$ cat src/sv/lst_pkg.sv
package lst_pkg;

  // Fixed field widths of the two channels.
  localparam int LINE_W      = 14;
  localparam int THREAD_ID_W = 16;
  localparam int PEER_W      = 3;
  localparam int DEG_W       = 4;

  // Access codes carried in the opcode field.
  localparam logic OP_READ  = 1'b0;
  localparam logic OP_WRITE = 1'b1;

  // Number of distinct line indexes that the input field can name.
  localparam longint unsigned LINE_SPACE = 64'(1) << LINE_W;

  // Shift amounts of the reciprocal multiplications that reduce the line
  // index and the thread number modulo their constant ranges.
  localparam int LINE_RECIP_SH   = 2 * LINE_W;
  localparam int THREAD_RECIP_SH = 2 * THREAD_ID_W;

  typedef struct packed {
    logic                   opcode;
    logic [LINE_W-1:0]      line_index;
    logic [THREAD_ID_W-1:0] thread_id;
  } req_t;

  typedef struct packed {
    logic [PEER_W-1:0] peer_thread;
    logic [DEG_W-1:0]  accessor_cnt;
    logic [DEG_W-1:0]  writer_cnt;
  } rsp_t;

  // Commands from the controller to the datapath.
  typedef struct packed {
    logic clr_step;
    logic load_in;
    logic mul;
    logic sub;
    logic fix;
    logic rd;
    logic calc;
    logic cnt_step;
    logic load_out;
  } cmd_t;

  // Status from the datapath to the controller.
  typedef struct packed {
    logic clr_last;
    logic count_last;
    logic out_busy;
  } status_t;

endpackage

$ cat src/sv/lst_ctrl.sv
module lst_ctrl
  import lst_pkg::*;
(
  input  logic    clk,
  input  logic    rst,
  input  logic    req_valid,
  input  status_t status,
  output logic    req_stall,
  output cmd_t    cmd
);

  typedef enum logic [8:0] {
    S_CLEAR = 9'b000000001,
    S_IDLE  = 9'b000000010,
    S_MUL   = 9'b000000100,
    S_SUB   = 9'b000001000,
    S_FIX   = 9'b000010000,
    S_READ  = 9'b000100000,
    S_CALC  = 9'b001000000,
    S_COUNT = 9'b010000000,
    S_DONE  = 9'b100000000
  } state_t;

  state_t state, state_next;

  always_ff @(posedge clk) begin
    if (rst) begin
      state <= S_CLEAR;
    end else begin
      state <= state_next;
    end
  end

  always_comb begin
    state_next = state;
    cmd        = '0;
    unique case (state)
      S_CLEAR: begin
        cmd.clr_step = 1'b1;
        if (status.clr_last) begin
          state_next = S_IDLE;
        end
      end
      S_IDLE: begin
        if (req_valid) begin
          cmd.load_in = 1'b1;
          state_next  = S_MUL;
        end
      end
      S_MUL: begin
        cmd.mul    = 1'b1;
        state_next = S_SUB;
      end
      S_SUB: begin
        cmd.sub    = 1'b1;
        state_next = S_FIX;
      end
      S_FIX: begin
        cmd.fix    = 1'b1;
        state_next = S_READ;
      end
      S_READ: begin
        cmd.rd     = 1'b1;
        state_next = S_CALC;
      end
      S_CALC: begin
        cmd.calc   = 1'b1;
        state_next = S_COUNT;
      end
      S_COUNT: begin
        cmd.cnt_step = 1'b1;
        if (status.count_last) begin
          state_next = S_DONE;
        end
      end
      S_DONE: begin
        if (!status.out_busy) begin
          cmd.load_out = 1'b1;
          state_next   = S_IDLE;
        end
      end
      default: begin
        state_next = S_CLEAR;
      end
    endcase
  end

  assign req_stall = (state != S_IDLE);

  // The entry update must use data read in the cycle just before.
  a_calc_after_read: assert property (@(posedge clk) disable iff (rst)
    cmd.calc |-> $past(cmd.rd))
    else $error("entry update without a preceding read");

  // No transaction is taken before the clearing pass has finished.
  a_no_accept_in_clear: assert property (@(posedge clk) disable iff (rst)
    (state == S_CLEAR) |-> !cmd.load_in && req_stall)
    else $error("request accepted during clearing pass");

  // The controller is always in exactly one state.
  a_state_onehot: assert property (@(posedge clk) disable iff (rst)
    $onehot(state))
    else $error("controller state is not one-hot");

endmodule

$ cat config.mk
export PLATFORM = sky130hd
export DESIGN_NAME = lst_ctrl
export DESIGN_NICKNAME = d
export VERILOG_FILES = /design/src/sv/lst_pkg.sv /design/src/sv/lst_ctrl.sv
export SDC_FILE = /design/constraint.sdc
export NUM_CORES = 1
export LEC_CHECK = 0
export BUFFER_PORTS_ARGS = -buffer_cell sky130_fd_sc_hd__buf_4
export CAP_MARGIN = 20
export CORE_AREA = 8 8 45 47
export CTS_CLUSTER_DIAMETER = 100
export DETAILED_ROUTE_END_ITERATION = 7
export DIE_AREA = 0 0 53 55
export GPL_TIMING_DRIVEN = 0
export HOLD_SLACK_MARGIN = 0.06
export PLACE_DENSITY = 0.81
export SYNTH_ARGS = -nofsm -noshare
export SYNTH_HDL_FRONTEND = slang
export SYNTH_SLANG_ARGS = --single-unit
$ cat constraint.sdc
create_clock -name clk -period 2.4 [get_ports clk]
set_clock_uncertainty 0.15 [all_clocks]
set_input_delay 0.12 -clock clk [delete_from_list [all_inputs] [get_ports clk]]
set_output_delay 0.12 -clock clk [all_outputs]
set_load 0.02 [all_outputs]
Yosys cells after proc, flatten, opt, wreduce, memory -nomap -nowiden
Cells that the tools add are included.

operators by class
  equality and inequality tests = 14
  muxes and demuxes = 16
  reductions and logical operators = 1

operators by type and width
  operator                                                number
  case mux 9 bit (9 select lines)                         1
  two-way mux 9 bit                                       4
  two-way mux 1 bit                                       11
  equality test 9 x 1 -> 1 bit (second input constant)    1
  equality test 9 x 2 -> 1 bit (second input constant)    1
  equality test 9 x 3 -> 1 bit (second input constant)    1
  equality test 9 x 4 -> 1 bit (second input constant)    1
  equality test 9 x 5 -> 1 bit (second input constant)    1
  equality test 9 x 6 -> 1 bit (second input constant)    1
  equality test 9 x 7 -> 1 bit (second input constant)    1
  equality test 9 x 8 -> 1 bit (second input constant)    1
  equality test 9 bit (second input constant)             1
  inequality test 9 x 2 -> 1 bit (second input constant)  1
  inequality test 2 bit (second input constant)           4
  AND reduction 4 bit                                     1

word-level totals
  register bits = 9
  bits of input ports = 6
  output and inout bits = 10

Longest topological paths before layout
Gate-level depths: netlist (run 1).

  word-level depth = 3
  depth in mapped cells = 6
  depth with buffers taken out = 5

Least setup slack after synthesis (run 1)
No wires, ideal clock.

  kind = flip-flop to output port
  from = register state[4]
  to = output port cmd[0] (netlist name)
  arrival time = 1.533 ns
  path slack = 0.597 ns
  cell stages (with the launch flop) = 5
  path through = dfxtp_1 buf_6 nor4_2 nand2_1 nor4b_1

RTL lines
  item                      RTL line        source
  start: declaration        lst_ctrl.sv:24  state_t state, state_next;
  start signal: assignment  lst_ctrl.sv:30  state <= state_next;
  end: declaration          lst_ctrl.sv:9   output cmd_t cmd

Worst setup path after layout (run 1)
  from = register state[0]
  to = register state[7]

on the way
  word-level cells in the longest chain between the ends = 3

RTL lines
  item                                                  RTL line        source
  equality test 9 x 1 -> 1 bit (tied with other cells)  lst_ctrl.sv:37  unique case (state)
  inequality test 2 bit (no line)                       --
  AND reduction 4 bit (no line)                         --

Parallel ways exist; a longest one is shown, timed or not.
A chain may end at the register's enable or synchronous reset.

==> results.ini, run 1 <==
[worst_setup_path]
slowest_stage = dlygate4sd3_1
worstPathRequired_ns = 2.46
crit_chain = buf_4, nor2_1, nand2_1, nor3_1, nand3_1, a21oi_1, dlygate4sd3_1
path_class = register to register
end_kind = register
arrival_ns = 2.10
crit_path_max_fanout = 9
critPathMaxStageDelay_ns = 0.55
cp-start-kind = register

[die]
start_util = 0.449
die_h_um = 55
die-area_um2 = 2920
ios = 16
die_w_um = 53
core.rowCount = 14
core_um2 = 1380

[routing]
drtPass1Iterations = 4
antenna_left = 0
first_iter_violations = 17
wirelength_mm = 1.60
drc = 0
routed_via_density = 5.61
wl_per_cell_um = 14.2
dr_total_vias = 634

[status]
status = complete, no violations

[yosys]
syn_inst = 76
syn_nets = 82
synth.avg_cell_area_um2 = 8.18
yosysWarningCount = 0
yosysSeqAreaShare = 0.290
ys_ff_latch = 9
synth.distinct_cells = 35
mappedNetlistArea_um2 = 622

[place]
pre_cts_ws_ns = 0.624
place_hpwl_mm = 1.26
dpl_cell_area_um2 = 754
io_buffers = 15
gp_congestion = 0.860

[clock_network]
clk_pin_slew_ns = 0.06
cts-resized-gates = 0
htree_levels = 1
clk_latency_ns = 0.27
cts_buffers = 3
cts.sinks = 9
cts_tree = built
clockBufferDepth = 2
cts-root-buf = clkbuf_4

[grt]
antenna_found_initial = 0
grtUsageMet3 = 0.0348
met1_usage = 0.131
grt_max_degree = 10
met2_usage = 0.229
grt.total_usage = 0.131
grt_pass1_vias = 648
busiest_layer = met2
grt_overflow = 0
grt_pass1_wl_mm = 2.82

[timing]
period_share = 0.850
slew_headroom = 0.717
hold_viol = 0
fmax_mhz = 490
setup_violations = 0
rsz0062_at_grt = no
tns_ns = 0
layout_setup_ws_ns = 0.359
fin_crit_ns = 2.04
max_slew.worst_pin.slew_ns = 0.421
maxSlewViolCount = 0
whs_ns = 0.262

[layout]
layout.nets = 104
reg_top3 = state x9
largest_reg_flops = 9
diodes = 0
final_util = 0.579
largest-register = state
finalInstanceArea_um2 = 801
drive_gt1_frac = 0.330
area_growth_pct = 28.8

[hold_path]
hp-class = input port to register

[power]
ir_worst_vdd_mv = 0.337
power_density_nw_per_um2 = 624
p_leak_nw = 0.382

[flow_run]
maxCapViolations = 0

## where the power goes
| part | leakage, nW | switching (mW) | internal [mW] | total, mW |
|---|---|---|---|---|
| Combinational | 0.294 | 0.112 | 0.0934 | 0.205 |
| Sequential | 0.0730 | 0.0117 | 0.162 | 0.174 |
| Clock | 0.0150 | 0.0563 | 0.0643 | 0.121 |
| Total | 0.382 | 0.180 | 0.320 | 0.500 |
## synthesized netlist by cell type (all sizes together)
cell type	instances	share of area
nor2	11	0.070
dfxtp	9	0.29
inv	6	0.036
buf	5	0.072
a21oi	4	0.032
nor3	4	0.040
o21ai	4	0.038
nand2	3	0.018
nand3	3	0.024
nor4b	3	0.066
or3	3	0.030
nand2b	2	0.020
nor3b	2	0.032
or2	2	0.020
a2bb2oi	1	0.014
a32oi	1	0.014
a41o	1	0.016
and3	1	0.010
and3b	1	0.014
and4	1	0.014
and4b	1	0.022
nand3b	1	0.012
nand4	1	0.010
nor2b	1	0.010
nor4	1	0.020
o211ai	1	0.012
or4	1	0.012
xnor2	1	0.014
xor2	1	0.014
## placed cells by master (no fill, tap or decap), types with 2 or more instances in the layout
cell type	count
a21oi_1	4
buf_4	18
buf_6	2
clkbuf_4	3
dfxtp_1	9
dlygate4sd3_1	2
inv_1	6
nand2_1	3
nand2b_1	2
nand3_1	3
nor2_1	10
nor3_1	3
nor4b_1	2
o21ai_0	3
or2_2	2
or3_1	3
## logic make-up (layout without fill, tap and decap cells)
kind of cell	count (synthesis)	in the layout	synth area share
simple gates	42	42	0.447
flops	9	9	0.290
buf+inv	11	32	0.109
compound gates	12	12	0.127
xor+xnor	2	2	0.0282
## area by class of cell
cell class | instances | area [µm²]
fillers | 124 | 583
well taps | 16 | 20.0
repair buffers | 17 | 133
plain buffers | 5 | 45.0
flip-flops and latches | 9 | 180
inverters | 6 | 22.5
clock buffers | 4 | 26.3
multi-input cells | 56 | 374
## worst max-delay path: cells and delay by family (launching register included)
| family | cells | cell delay (ns) |
|---|---|---|
| flip-flops | 1 | 0.30 |
| AO/OA/AOI/OAI | 1 | 0.14 |
| AND/OR/NAND/NOR | 4 | 0.69 |
| buffers and inverters | 2 | 0.70 |
## per-stage QoR
stage	power [mW]	instances
global placement	0.376	107
global route	0.540	113
CTS	0.504	113
finish	0.500	113
detailed placement	0.381	107
floorplan	0.324	76
## worst paths after layout
| kind | from | end | slack (ns) | depth (start not counted) |
|---|---|---|---|---|
| worst max-delay path | state[0]$_SDFFE_PP1P_ | state[7]$_SDFFE_PP0P_ | 0.36 | 7 |
| worst min-delay path | status[2] | state[1]$_SDFFE_PP0P_ | 0.26 | 4 |
| worst min register to register | state[1]$_SDFFE_PP0P_ | state[1]$_SDFFE_PP0P_ | 0.39 | 2 |
| worst max register to register | state[0]$_SDFFE_PP1P_ | state[7]$_SDFFE_PP0P_ | 0.36 | 7 |
## per-layer routing
| metal | routed length (µm) | vias to the layer above |
|---|---|---|
| li1 | - | 314 |
| met3 | 88 | 6 |
| met1 | 631 | 299 |
| met4 | 79 | 0 |
| met5 | 0 | - |
| met2 | 800 | 15 |
## repair_timing
item,4_1_cts,5_1_grt
setup buffers,0,0
hold buffers,2,0
hold endpoints to repair,5,0
No activity file was read; power rests on OpenSTA's default activity.
==> run 2, diff against run 1 <==
--- a/config.mk
+++ b/config.mk
@@ -5,7 +5,7 @@
 export SDC_FILE = /design/constraint.sdc
 export NUM_CORES = 1
 export LEC_CHECK = 0
-export BUFFER_PORTS_ARGS = -buffer_cell sky130_fd_sc_hd__buf_4
+export BUFFER_PORTS_ARGS = -buffer_cell sky130_fd_sc_hd__clkbuf_2
 export CAP_MARGIN = 20
 export CORE_AREA = 8 8 45 47
 export CTS_CLUSTER_DIAMETER = 100
==> run 2 against run 1 <==
  * Total power down 1.6%
  * Clock-buffer cell count unchanged
  * Routed wire length decreased by 1.6%
  * Global-route usage is 1.5 points lower
==> results.ini, run 2 (synthesis results as in run 1) <==
[status]
status = complete, no violations  ; unchanged

[worst_setup_path]
cp-start-kind = register  ; unchanged
path_delay_family = simple AND/OR/NAND/NOR gates  ; was buffers and inverters
critPathMaxStageDelay_ns = 0.34  ; was 0.55 ns
path_class = register to primary output  ; was register to register
crit_chain = buf_6, nor4_2, nand2_1, nor4b_1, clkbuf_2  ; was buf_4, nor2_1, nand2_1, nor3_1, nand3_1, a21oi_1, dlygate4sd3_1
worstPathRequired_ns = 2.13  ; was 2.46 ns
arrival_ns = 1.68  ; was 2.10 ns
slowest_stage = nor4_2  ; was dlygate4sd3_1
critPathBufInv = 2  ; unchanged
end_kind = primary output  ; was register
crit_path_max_fanout = 8  ; was 9

[timing]
tns_ns = 0  ; unchanged
hold_viol = 0  ; unchanged
fin_crit_ns = 1.95  ; was 2.04 ns
period_share = 0.813  ; was 0.850
max_slew.worst_pin.slew_ns = 0.429  ; was 0.421 ns
setup_violations = 0  ; unchanged
rsz0062_at_grt = no  ; unchanged
slew_headroom = 0.712  ; was 0.717
maxSlewViolCount = 0  ; unchanged
fmax_mhz = 513  ; was 490 MHz

[grt]
antenna_found_initial = 0  ; unchanged
grt_pass1_wl_mm = 2.48  ; was 2.82 mm
grt_overflow = 0  ; unchanged
grt_pass1_vias = 592  ; was 648
grt.total_usage = 0.117  ; was 0.131
grt_max_degree = 10  ; unchanged

[clock_network]
cts.sinks = 9  ; unchanged
clk_latency_ns = 0.26  ; was 0.27 ns
clk_pin_slew_ns = 0.06  ; about the same
cts_buffers = 3  ; unchanged
clockBufferDepth = 2  ; unchanged
cts-root-buf = clkbuf_4  ; unchanged
htree_levels = 1  ; unchanged
cts_tree = built  ; unchanged

[routing]
highest_layer = met4  ; unchanged
dr_total_vias = 633  ; was 634
routed_via_density = 5.60  ; was 5.61
drtPass1Iterations = 4  ; unchanged
first_iter_violations = 16  ; was 17
wl_met1_um = 676  ; was 631 µm
wl_per_cell_um = 13.9  ; was 14.2 µm
antenna_left = 0  ; unchanged
wirelength_mm = 1.58  ; was 1.60 mm
route.met3.wl_um = 94  ; was 88 µm
wl_met2_um = 787  ; was 800 µm
drc = 0  ; unchanged

[place]
gp_congestion = 0.860  ; about the same
place_hpwl_mm = 1.19  ; was 1.26 mm
io_buffers = 15  ; unchanged

[flow_run]
maxCapViolations = 0  ; unchanged

[power]
p_leak_nw = 0.368  ; was 0.382 nW
power_density_nw_per_um2 = 644  ; was 624 nW/µm²
ir_worst_vdd_mv = 0.493  ; was 0.337 mV
finalPower_mw = 0.492  ; was 0.500 mW

[die]
die_w_um = 53  ; unchanged
die_h_um = 55  ; unchanged
die-area_um2 = 2920  ; unchanged
core_um2 = 1380  ; unchanged
core.rowCount = 14  ; unchanged
ios = 16  ; unchanged
start_util = 0.449  ; unchanged

[layout]
largest-register = state  ; unchanged
final_cell_mix = 15 x clkbuf_2, 10 x nor2_1, 9 x dfxtp_1  ; was 18 x buf_4, 10 x nor2_1, 9 x dfxtp_1
area_growth_pct = 22.7  ; was 28.8%
multiInputGateArea_um2 = 374  ; unchanged
seq_area_um2 = 180  ; unchanged
reg_top3 = state x9  ; unchanged
drive_gt1_frac = 0.330  ; unchanged
largest_reg_flops = 9  ; unchanged
final_common_cell = clkbuf_2  ; was buf_4
fillCellCount = 141  ; was 124
diodes = 0  ; unchanged
layout.nets = 104  ; unchanged

[hold_path]
hp-class = input port to register  ; unchanged

## run 2: changes by cell type in the layout (fill, tap and decap cells not counted), sizes merged
cell | previous run | this run
buf | 20 | 5
clkbuf | 4 | 19
## run 2: layout make-up
cell class	instances	area share
sequential	9	0.236
multi-input combinational	56	0.490
buffer	5	0.0590
clock buffer	4	0.0344
tap	16	0.0262
inverter	6	0.0295
timing repair buffer	17	0.125
## run 2: final timing paths
path                         start               endpoint  slack [ns]  cells past startpoint
max reg2reg  state[4]$_SDFFE_PP0P_  state[1]$_SDFFE_PP0P_        0.59                      5
max          state[4]$_SDFFE_PP0P_                 cmd[0]        0.45                      5
min reg2reg  state[1]$_SDFFE_PP0P_  state[1]$_SDFFE_PP0P_        0.38                      2
min                      status[2]  state[4]$_SDFFE_PP0P_        0.26                      3
## run 2: worst register-to-register path: cells and delay by family, from the launching register on
kind                   cells  cell delay, ns
AOI/OAI and AO/OA          1            0.15
and+or+nand+nor            3            1.01
buffers and inverters      1            0.13
DFF                        1            0.31
## run 2: power by group
| part | internal, mW | switching [mW] | leakage [nW] |
|---|---|---|---|
| logic | 0.0846 | 0.117 | 0.280 |
| clock network | 0.0641 | 0.0525 | 0.0150 |
| registers | 0.162 | 0.0115 | 0.0730 |
## run 2: layer usage
metal	track usage	vias to the layer above
met5	0	-
met4	0.0819	0
met3	0.0481	2
met2	0.199	21
met1	0.113	297
li1	-	313
## run 2: per-stage QoR
stage / hold WS, ns / utilization / instances / cell area (µm²) / worst slack [ns]
4_1_cts: 0.250 / 0.552 / 113 / 763 / 0.438
2_1_floorplan: 0.0391 / - / 76 / 622 / 0.597
6_report: 0.263 / 0.552 / 113 / 763 / 0.450
5_1_grt: 0.274 / 0.552 / 113 / 763 / 0.274
3_3_place_gp: 0.227 / 0.518 / 107 / 717 / 0.646
3_5_place_dp: 0.229 / 0.518 / 107 / 717 / 0.618
## run 2: repair_timing
item,CTS,global route
hold endpoints to repair,4,0
hold buffers,2,0
buffers inserted,0,0
resized for setup,0,0
==> run 3, diff against run 2 <==
==> constraint.sdc (replaced) <==
create_clock -name clk -period 2 [get_ports clk]
set_clock_uncertainty 0.15 [all_clocks]
set_input_delay 0.1 -clock clk [delete_from_list [all_inputs] [get_ports clk]]
set_output_delay 0.1 -clock clk [all_outputs]
set_load 0.02 [all_outputs]
==> run 3 against run 2 <==
  * First-iteration DRC count fell by 25%
  * Total power rose by 25%
  * Via count rose by 1.9%
  * Highest routed layer unchanged
  * Utilization rose by 2.6 points
  * Die area did not move
  * Largest power group unchanged
==> results.ini, run 3 (synthesis results as in run 1) <==
[timing]
period_share = 0.975
maxSlewViolCount = 0  ; unchanged
setup_violations = 0  ; unchanged
slew_headroom = 0.759  ; was 0.712
fmax_mhz = 513
max_slew.worst_pin.slew_ns = 0.359  ; was 0.429 ns
hold_viol = 0  ; unchanged
layout_setup_ws_ns = 0.0500  ; was 0.450 ns
fin_crit_ns = 1.95

[worst_setup_path]
arrival_ns = 1.70  ; was 1.68 ns
end_kind = primary output  ; unchanged
crit_path_max_fanout = 7  ; was 8
worstPathRequired_ns = 1.75  ; was 2.13 ns
path_class = register to primary output  ; unchanged
cp-start-kind = register  ; unchanged

[routing]
wl_per_cell_um = 14.3  ; was 13.9 µm
dr_total_vias = 645  ; was 633
drc = 0  ; unchanged
antenna_left = 0  ; unchanged
routed_via_density = 5.56  ; was 5.60
wirelength_mm = 1.66  ; was 1.58 mm
drtPass1Iterations = 4  ; unchanged
first_iter_violations = 12  ; was 16

[die]
ios = 16  ; unchanged
core_um2 = 1380  ; unchanged
die_w_um = 53  ; unchanged
die-area_um2 = 2920  ; unchanged
die_h_um = 55  ; unchanged
core.rowCount = 14  ; unchanged
start_util = 0.449  ; unchanged

[place]
pre_cts_ws_ns = 0.218  ; was 0.618 ns
place_hpwl_mm = 1.19  ; unchanged
gp_congestion = 0.860  ; unchanged
dpl_cell_area_um2 = 717  ; unchanged
io_buffers = 15  ; unchanged

[layout]
drive_gt1_frac = 0.380  ; was 0.330
diodes = 0  ; unchanged
final_cell_mix = 13 x clkbuf_2, 10 x nor2_1, 9 x dfxtp_1  ; was 15 x clkbuf_2, 10 x nor2_1, 9 x dfxtp_1
largest_reg_flops = 9  ; unchanged
area_growth_pct = 28.6  ; was 22.7%
final_common_cell = clkbuf_2  ; unchanged
finalInstanceArea_um2 = 800  ; was 763 µm²
fillCellCount = 138  ; was 141
seq_area_um2 = 180  ; unchanged
largest-register = state  ; unchanged
reg_top3 = state x9  ; unchanged
multiInputGateArea_um2 = 388  ; was 374 µm²
layout.nets = 107  ; was 104

[clock_network]
cts_tree = built  ; unchanged
clk_latency_ns = 0.26  ; about the same
htree_levels = 1  ; unchanged
cts-root-buf = clkbuf_4  ; unchanged
clk_pin_slew_ns = 0.06  ; about the same
cts_buffers = 3  ; unchanged
cts.sinks = 9  ; unchanged
clockBufferDepth = 2  ; unchanged

[grt]
antenna_found_initial = 0  ; unchanged
grt_max_degree = 10  ; unchanged
grt.total_usage = 0.117  ; unchanged
grt_overflow = 0  ; unchanged
grt_pass1_vias = 592  ; unchanged
grt_pass1_wl_mm = 2.48  ; unchanged

[flow_run]
maxCapViolations = 0  ; unchanged

[power]
finalPower_mw = 0.612  ; was 0.492 mW
ir_worst_vdd_mv = 0.533  ; was 0.493 mV
power_density_nw_per_um2 = 766  ; was 644 nW/µm²
p_leak_nw = 0.388  ; was 0.368 nW

[hold_path]
hp-class = input port to register  ; unchanged

[status]
status = complete, no violations  ; unchanged

==> run 3: cell types whose count changed in the layout (fill, tap and decap cells not counted) <==
cell / delta
buf_2: +2
buf_4: +3
clkbuf_2: -2
nand2_1: -1
nand2_2: +1
nor3_1: -1
nor3_2: +1
nor4b_1: -1
nor4b_2: +1
==> run 3: worst paths after layout <==
kind	from	endpoint	slack [ns]	cells after the start
worst max-delay path	state[5]$_SDFFE_PP0P_	cmd[7]	0.05	6
worst min-delay path	status[2]	state[4]$_SDFFE_PP0P_	0.24	3
worst max register to register	state[5]$_SDFFE_PP0P_	state[1]$_SDFFE_PP0P_	0.14	7
worst min register to register	state[1]$_SDFFE_PP0P_	state[1]$_SDFFE_PP0P_	0.39	2
==> run 3: report_power, final <==
| group | switching [mW] | internal (mW) |
|---|---|---|
| Combinational | 0.150 | 0.110 |
| Clock | 0.0659 | 0.0771 |
| Sequential | 0.0144 | 0.195 |
==> run 3: final cells by class <==
type	count	share of cell area
Sequential cell	9	0.225
Buffer	5	0.0563
Multi-Input combinational cell	56	0.485
Clock buffer	4	0.0329
Tap cell	16	0.0250
Inverter	6	0.0282
Timing Repair Buffer	20	0.147
==> run 3: metal layers <==
metal,global-route usage,vias to the layer above,share of wire
met5,0,-,0
met4,0.0819,0,0.0078
met3,0.0481,2,0.075
met2,0.199,19,0.51
met1,0.113,307,0.40
li1,-,317,-
==> run 3: repair_timing <==
| action | 4_1_cts | 5_1_grt |
|---|---|---|
| hold endpoints to repair | 5 | 0 |
| setup buffers | 0 | 3 |
| gates resized for setup | 0 | 5 |
| endpoints found under the setup margin | 0 | 6 |
| hold buffers | 2 | 0 |
==> run 3: through the flow <==
stage | setup TNS [ns] | utilization | cells | hold slack, ns
floorplan | 0 | - | 76 | 0.0191
global placement | 0 | 0.518 | 107 | 0.207
detailed placement | 0 | 0.518 | 107 | 0.209
CTS | 0 | 0.552 | 113 | 0.230
global route | -0.132 | 0.578 | 116 | 0.253
finish | 0 | 0.578 | 116 | 0.237
==> run 3: worst max-delay path, stage by stage (launching register included) <==
cell and delay [ns]:
dfxtp_1 0.30, buf_4 0.15, nor2_2 0.12, nor4b_4 0.30, nand3b_1 0.23, nor2_1 0.15
clkbuf_2 0.18
